File: src/psda_pkg.sv
package psda_pkg;

	// Window depth of the boxcar; must be a power of two so the average is a shift.
	localparam int DEPTH      = 8;
	localparam int DEPTH_LOG2 = $clog2(DEPTH);
	localparam int POS_W      = (DEPTH_LOG2 > 0) ? DEPTH_LOG2 : 1;

	localparam int SAMPLE_W = 10;
	localparam int DIFF_W   = SAMPLE_W + 1;
	localparam int WRAP_W   = 16;

	// Sign bit plus enough magnitude bits for DEPTH full-scale differences.
	localparam int SUM_W = $clog2(DEPTH * ((1 << SAMPLE_W) - 1) + 1) + 1;

	localparam logic [POS_W-1:0] POS_LAST = POS_W'(DEPTH - 1);

	// Request codes carried in req_type.
	localparam logic REQ_SAMPLE = 1'b0;
	localparam logic REQ_READ   = 1'b1;

	typedef struct packed {
		logic                req_type;
		logic [SAMPLE_W-1:0] sample;
	} item_t;

	typedef struct packed {
		logic [SAMPLE_W-1:0] average;
		logic [WRAP_W-1:0]   wrap_count;
		logic                expect_peak;
	} result_t;

endpackage

File: src/psda_datapath.sv
module psda_datapath (
	input  logic             clk,
	input  logic             arst_n,
	input  logic             step,
	input  psda_pkg::item_t  item,
	output psda_pkg::result_t result
);
	import psda_pkg::*;

	logic [SAMPLE_W-1:0]      peak_q;
	logic                     phase_peak_q;
	logic signed [DIFF_W-1:0] ring_q [DEPTH];
	logic [POS_W-1:0]         pos_q;
	logic signed [SUM_W-1:0]  sum_q;
	logic [WRAP_W-1:0]        wrap_q;

	logic signed [DIFF_W-1:0] diff;
	logic signed [SUM_W-1:0]  valley_sum;
	logic signed [SUM_W-1:0]  sum_next;
	logic                     phase_next;
	logic                     is_peak;
	logic                     is_valley;
	logic                     wrap_hit;
	logic [WRAP_W-1:0]        wrap_next;

	// Difference of the stored peak and the valley, and the sum with it swapped in.
	assign diff       = DIFF_W'({1'b0, peak_q}) - DIFF_W'({1'b0, item.sample});
	assign valley_sum = sum_q - SUM_W'(ring_q[pos_q]) + SUM_W'(diff);

	assign is_peak   = (item.req_type == REQ_SAMPLE) && phase_peak_q;
	assign is_valley = (item.req_type == REQ_SAMPLE) && !phase_peak_q;
	assign wrap_hit  = is_valley && (pos_q == POS_LAST);
	assign wrap_next = wrap_hit ? wrap_q + 1'b1 : wrap_q;

	// Next sum and phase for the item in hand.
	always_comb begin
		sum_next   = sum_q;
		phase_next = phase_peak_q;
		if (is_peak) begin
			phase_next = 1'b0;
		end else if (is_valley) begin
			sum_next   = valley_sum;
			phase_next = 1'b1;
		end else if (sum_q[SUM_W-1]) begin
			// A read with a negative window flips the pair phase.
			phase_next = !phase_peak_q;
		end
	end

	// Result follows the updated state; a negative window reads as zero.
	always_comb begin
		result.average     = sum_next[SUM_W-1] ? '0 : sum_next[DEPTH_LOG2 +: SAMPLE_W];
		result.wrap_count  = wrap_next;
		result.expect_peak = phase_next;
	end

	// State registers advance once per processed beat.
	always_ff @(posedge clk or negedge arst_n) begin
		if (!arst_n) begin
			peak_q       <= '0;
			phase_peak_q <= 1'b1;
			pos_q        <= '0;
			sum_q        <= '0;
			wrap_q       <= '0;
			for (int i = 0; i < DEPTH; i++) begin
				ring_q[i] <= '0;
			end
		end else if (step) begin
			phase_peak_q <= phase_next;
			sum_q        <= sum_next;
			wrap_q       <= wrap_next;
			if (is_peak) begin
				peak_q <= item.sample;
			end
			if (is_valley) begin
				ring_q[pos_q] <= diff;
				pos_q         <= wrap_hit ? '0 : pos_q + 1'b1;
			end
		end
	end

endmodule

File: src/paired_sample_difference_averager_core.sv
// Paired sample difference averager.
// Path: input register, combinational ring read, subtract and add, then result register.
// Throughput: one beat per cycle while out_ready does not stall the result register.
// Reset: arst_n clears the ring, the window sum, the position and the wrap count,
// and sets the phase so the next sample is taken as a peak.
module paired_sample_difference_averager_core (
	input  logic                          clk,
	input  logic                          arst_n,
	input  logic                          in_valid,
	output logic                          in_ready,
	input  logic                          req_type,
	input  logic [psda_pkg::SAMPLE_W-1:0] sample,
	output logic                          out_valid,
	input  logic                          out_ready,
	output logic [psda_pkg::SAMPLE_W-1:0] average,
	output logic [psda_pkg::WRAP_W-1:0]   wrap_count,
	output logic                          expect_peak
);
	import psda_pkg::*;

	item_t   item_s1;
	logic    valid_s1;
	result_t result_comb;
	result_t result_s2;
	logic    valid_s2;
	logic    advance;

	// The input stage moves on when the result register is free or draining.
	assign advance  = valid_s1 && (!valid_s2 || out_ready);
	assign in_ready = !valid_s1 || advance;

	// Input register.
	always_ff @(posedge clk or negedge arst_n) begin
		if (!arst_n) begin
			valid_s1 <= 1'b0;
		end else if (in_ready) begin
			valid_s1 <= in_valid;
		end
	end

	always_ff @(posedge clk) begin
		if (in_ready && in_valid) begin
			item_s1.req_type <= req_type;
			item_s1.sample   <= sample;
		end
	end

	psda_datapath u_datapath (
		.clk    (clk),
		.arst_n (arst_n),
		.step   (advance),
		.item   (item_s1),
		.result (result_comb)
	);

	// Result register holds its beat until the sink takes it.
	always_ff @(posedge clk or negedge arst_n) begin
		if (!arst_n) begin
			valid_s2 <= 1'b0;
		end else if (advance) begin
			valid_s2 <= 1'b1;
		end else if (out_ready) begin
			valid_s2 <= 1'b0;
		end
	end

	always_ff @(posedge clk) begin
		if (advance) begin
			result_s2 <= result_comb;
		end
	end

	assign out_valid   = valid_s2;
	assign average     = result_s2.average;
	assign wrap_count  = result_s2.wrap_count;
	assign expect_peak = result_s2.expect_peak;

endmodule
File: config.mk
export PLATFORM = sky130hd
export DESIGN_NAME = paired_sample_difference_averager_core
export DESIGN_NICKNAME = d
export VERILOG_FILES = /design/src/psda_pkg.sv /design/src/psda_datapath.sv /design/src/paired_sample_difference_averager_core.sv
export SDC_FILE = /design/constraint.sdc
export NUM_CORES = 1
export LEC_CHECK = 0
export ABC_AREA = 0
export BUFFER_PORTS_ARGS = -buffer_cell sky130_fd_sc_hd__buf_4
export CAP_MARGIN = 20
export CORE_MARGIN = 2
export CORE_UTILIZATION = 50
export DETAILED_ROUTE_END_ITERATION = 8
export PLACE_DENSITY = 0.7
export SETUP_SLACK_MARGIN = 0.02
export SLEW_MARGIN = 20
export SYNTH_ARGS = -nofsm -noshare
export SYNTH_HDL_FRONTEND = slang
export SYNTH_SLANG_ARGS = --single-unit
File: constraint.sdc
create_clock -name clk -period 10.3 [get_ports clk]
set_input_delay 1.03 -clock clk [delete_from_list [all_inputs] [get_ports clk]]
set_output_delay 1.03 -clock clk [all_outputs]
set_load 0.02 [all_outputs]
# == Yosys cells after proc, flatten, opt, wreduce, memory -nomap -nowiden ==
# Cells that the tools add are included.
# op_classes
n_addsub,5
n_lt_le_gt_ge,2
eq_ne,1
mux,15
n_bitwise,3
n_reduce_logical,15
# ops
cell,n
bitwise mux 88 bit,1
binary-select mux 11 bit (select 3 bit),1
demux 11 bit (select 3 bit),1
2-to-1 mux 11 bit,3
2-to-1 mux 14 bit,2
"adder 16 x 1 -> 16 bit, second input constant",1
2-to-1 mux 16 bit,1
adder 14 x 11 -> 14 bit,1
subtractor 14 x 11 -> 14 bit,1
subtractor 10 x 10 -> 11 bit,1
logical AND 1 bit,6
2-to-1 mux 1 bit,5
"greater-or-equal comparator 4 bit, second input constant",1
"less-than comparator 4 x 1 -> 1 bit, second input constant",1
inverter 3 -> 4 bit,1
AND reduction 2 bit,2
"adder 3 x 1 -> 3 bit, second input constant",1
"equality test 3 bit, second input constant",1
zero test 1 bit,3
2-to-1 mux 3 bit,1
AND reduction 3 bit,1
logical OR 1 bit,2
inverter 1 bit,2
nonzero test 2 bit,1
# totals
reg_bits,172
in_bits,15
out_inout_bits,29
elab_cells,62

# == Logic depth before layout (Yosys ltp) ==
# logic_depth
depth_word,8
ltp_mapped,20
ltp_nobuf,20

# == Cells and area by module ==
# Synthesis repeated with hierarchy kept, for this count alone.
# hier_totals
cells_unflattened,820
hier_area_um2,8584.5
# modules_own_cells
mod,n_inst,cells_per_inst,area_per_inst_um2,seq_area_each_um2
psda_datapath,1,774,7339.5,3304.4
paired_sample_difference_averager_core,1,46,1244.9,1191.1

# == Least setup slack after synthesis ==
# OpenSTA, ideal clock, no wires.
# synth_timing
path_type,register to register
from,register u_datapath.peak_q[0]
to,"register result_s2, in the netlist average[8], data pin"
setup_time_ns,0.158
arrival_ns,4.485
t_required_ns,10.142
path_slack_ns,5.657
stages_incl_launch_ff,18
path_buffers,0
period_less_slack_ns,4.643
path_cell_list,dfrtp_1 -> inv_1 -> ha_1 -> inv_1 -> fa_1 -> a21o_1 -> a21oi_1 -> nand2b_1 -> a21oi_1 -> o41ai_2 -> fa_1 -> ha_1 -> a21oi_1 -> o21ai_0 -> o32ai_2 -> xnor2_1 -> mux2_2 -> a211oi_2
# synth_via
elab_chain_cells,4
# synth_rtl
item,line_no,text
"start, declared",psda_datapath.sv:10,logic [SAMPLE_W-1:0] peak_q;
"start signal, assigned",psda_datapath.sv:73,peak_q <= item.sample;
subtractor 10 x 10 -> 11 bit,psda_datapath.sv:27,"assign diff = DIFF_W'({1'b0, peak_q}) - DIFF_W'({1'b0, item.sample});"
net u_datapath.diff[10],psda_datapath.sv:17,logic signed [DIFF_W-1:0] diff;
adder 14 x 11 -> 14 bit,psda_datapath.sv:28,assign valley_sum = sum_q - SUM_W'(ring_q[pos_q]) + SUM_W'(diff);
2-to-1 mux 14 bit,psda_datapath.sv:41,end else if (is_valley) begin
2-to-1 mux 14 bit,psda_datapath.sv:39,if (is_peak) begin
"end signal, assigned",paired_sample_difference_averager_core.sv:69,result_s2 <= result_comb;
"end, declared",paired_sample_difference_averager_core.sv:24,result_t result_s2;
# The timed path passes the listed nets, and every way through them passes these cells.
# A chain may end at the register's enable or synchronous reset.

# == Worst setup path after layout ==
# Ends and elaborated chain as after synthesis.

==> impl_metrics.py <==
metrics = {
    "run_status": {
        "run_status": "finished, final reports clean",
    },
    "global_route": {
        "gr-total-overflow": 0,
        "grt_pass1_wl_mm": 29.64,
        "grt_pass1_vias": 5689,
        "grt_max_degree": 70,
        "track_usage": 0.2097,
        "antenna_found_initial": 0,
    },
    "logic_synthesis": {
        "syn_area_um2": 8660,
        "ys_ff_latch": 172,
        "synth.top_cell.area_share": 0.3843,
        "synthArstFlopShare": 0.7791,
        "synth_nets": 840,
        "synth-main-ff-cell": "dfrtp_1",
        "yosysWarningCount": 0,
        "synthTopCellsByArea": "dfrtp_1 (38%), edfxtp_1 (13%), nand2_1 (5.9%), mux2_2 (4.4%), ha_1 (4.0%)",
        "synth-seq-area-share": 0.5191,
        "synth_edf_count": 38,
        "synth_area_per_cell_um2": 11.06,
        "yosysUniqueCellTypes": 53,
        "synthCells": 783,
        "synth_top_area_cell": "dfrtp_1",
    },
    "die": {
        "die_area_um2": 18390,
        "start_util": 0.5059,
        "core_um2": 17120,
        "fp.dieW_um": 135.6,
        "die_h_um": 135.6,
        "ios": 44,
        "std_cell_rows": 48,
    },
    "drt": {
        "met2_length_mm": 8.691,
        "via_count": 5805,
        "routed.top_layer": "met4",
        "avgViaCountPerCell": 5.471,
        "wl_met3_um": 616,
        "drt_iter0_drc": 389,
        "drt_first_pass_iters": 5,
        "wl_per_cell_um": 16.94,
        "final_antenna_net_count": 0,
        "route.detailed.drc": 0,
        "wl_met1_mm": 8.450,
        "routed_wl_mm": 17.97,
    },
    "cells_and_area": {
        "final_cells": 1061,
        "drive_gt1_frac": 0.1579,
        "fin_nets": 880,
        "final_area_um2": 9778,
        "nFillCells": 1418,
        "layout_common_cells": "nand2_1 (135), dfrtp_1 (133), o21ai_1 (54)",
        "syn2layout_area_growth_pct": 12.92,
        "final_common_cell": "nand2_1",
        "n_antenna_cell": 0,
    },
    "worst_setup_path": {
        "reg2reg_slack_ns": 5.12,
        "crit_path_start_kind": "flip-flop",
        "critPathTopFamily": "compound AO/OA/AOI/OAI gates",
        "required_ns": 10.56,
        "crit_path_end_kind": "flip-flop",
        "crit_slowest_cell": "xor2_1",
        "worst-setup-path-type": "flip-flop to flip-flop",
        "slowest_delay_ns": 0.56,
        "cp_cell_sequence": "inv_1 -> ha_1 -> inv_1 -> fa_1 -> a21o_1 -> a21oi_1 -> nand2b_1 -> nand2b_1 -> a21oi_1 -> xor2_1 -> inv_1 -> fa_1 -> ha_1 -> a21o_1 -> a31o_1 -> o32ai_2 -> xnor2_1 -> mux2_2 -> a211oi_2",
        "critPathArrivalTime_ns": 5.44,
        "critPathMaxFanout": 9,
        "crit_buf_inv": 3,
        "cp_common_cell": "inv_1",
    },
    "cts": {
        "clkTransAtPathRegs_ns": 0.06,
        "ctsResizeCount": 0,
        "clkSinkCount": 172,
        "cts_max_path_buffers": 2,
        "holdBufCountCts": 0,
        "cts_tree": "yes",
        "htreeDepth": 4,
        "cts_root_buf": "clkbuf_16",
        "cts_setup_buffers": 0,
        "clk_latency_ns": 0.43,
        "cts_made_buffers": 17,
    },
    "flow_run": {
        "drv_cap": 0,
    },
    "timing": {
        "fin_crit_ns": 5.180,
        "fmax_mhz": 193.0,
        "tightest_slew_ns": 0.9828,
        "finalSetupTns_ns": 0,
        "slew_headroom": 0.3429,
        "slew_viol_final": 0,
        "fin_crit_sh": 0.5029,
        "rsz0062_at_grt": "false",
        "hold_viol": 0,
        "finClkSkew_ns": 0.007000,
        "setup_viol_count_final": 0,
    },
    "min_path": {
        "hold_class": "flip-flop to flip-flop",
    },
    "placed_design": {
        "dp.cells": 1029,
        "place_area_um2": 9210,
        "place_congestion": 0.9031,
        "io_buffers": 43,
        "hpwl_mm": 12.48,
    },
}
-- layer usage --
layer,vias up,GRT usage
li1,2811,-
met1,2873,0.2908
met2,101,0.3406
met5,-,0
met4,0,0.05498
met3,20,0.04153
-- worst min-delay path, cell delays in order (launching register included) --
cell     delay (ns)
dfrtp_1        0.34
nand2_1        0.05
o21ai_0        0.06
-- cell usage after synthesis, types with 5 or more instances --
cell type / number
mux4_2: 10
mux2i_1: 14
nor2_1: 37
nor2b_1: 5
edfxtp_1: 38
o21ai_1: 54
nand2b_1: 9
xor2_1: 24
nor3_1: 7
dfrtp_1: 133
o21ai_0: 27
ha_1: 28
inv_1: 27
xnor2_1: 28
buf_1: 6
a21oi_1: 24
clkbuf_1: 21
mux2_2: 34
and3_1: 12
nand4_1: 7
mux2_1: 15
a21o_1: 9
fa_1: 14
nand3_1: 16
nand2_1: 135
-- kinds of logic (layout without fill, tap and decap cells) --
group | count (synthesis) | in the layout | share of synthesized area
and+or+nand+nor | 241 | 241 | 0.1235
DFF | 172 | 172 | 0.5191
AOI/OAI and AO/OA | 144 | 144 | 0.09984
muxes | 73 | 73 | 0.1059
buffers and inverters | 59 | 112 | 0.02615
xor gates and xnor gates | 52 | 52 | 0.05259
adders and majority gates | 42 | 42 | 0.07282
-- final timing paths --
path | start | end | depth (start not counted)
hold / removal | u_datapath.ring_q[59] | u_datapath.ring_q[59] | 2
hold reg to reg | u_datapath.ring_q[59] | u_datapath.ring_q[59] | 2
max in group asynchronous | arst_n | u_datapath.sum_q[13] | 2
setup reg to reg | u_datapath.peak_q[0] | average[8] | 19
setup / recovery | u_datapath.peak_q[0] | average[8] | 19
min in group asynchronous | arst_n | u_datapath.ring_q[57] | 1
-- state kept, by name, indices dropped and copies added, names as in the netlist --
register	flops
u_datapath.sum_q	14
u_datapath.phase_peak_q	1
u_datapath.ring_q	88
out_valid	1
u_datapath.wrap_q	16
item_s1	11
average	10
wrap_count	16
expect_peak	1
valid_s1	1
u_datapath.peak_q	10
u_datapath.pos_q	3
-- area by class of cell --
cell class / count / area (um^2) / share of cell area
flip-flops and latches: 172 / 4496 / 0.4598
multi-input cells: 552 / 3938 / 0.4027
clock buffers: 20 / 446.7 / 0.04568
repair buffers: 52 / 390.4 / 0.03992
well taps: 225 / 281.5 / 0.02879
clock inverters: 12 / 121.4 / 0.01241
inverters: 28 / 105.1 / 0.01075
-- stage by stage --
stage	utilization	hold slack, ns	setup WS, ns
finish	0.5713	0.4851	5.120
global route	0.5713	0.5128	4.784
CTS	0.5713	0.4854	5.126
detailed placement	0.5381	0.4716	5.181
global placement	0.5381	0.4571	5.361
floorplan	-	0.4446	5.657
Power is not shown: default switching activity piles up to over one toggle a cycle in this logic, so the estimate is an artifact.
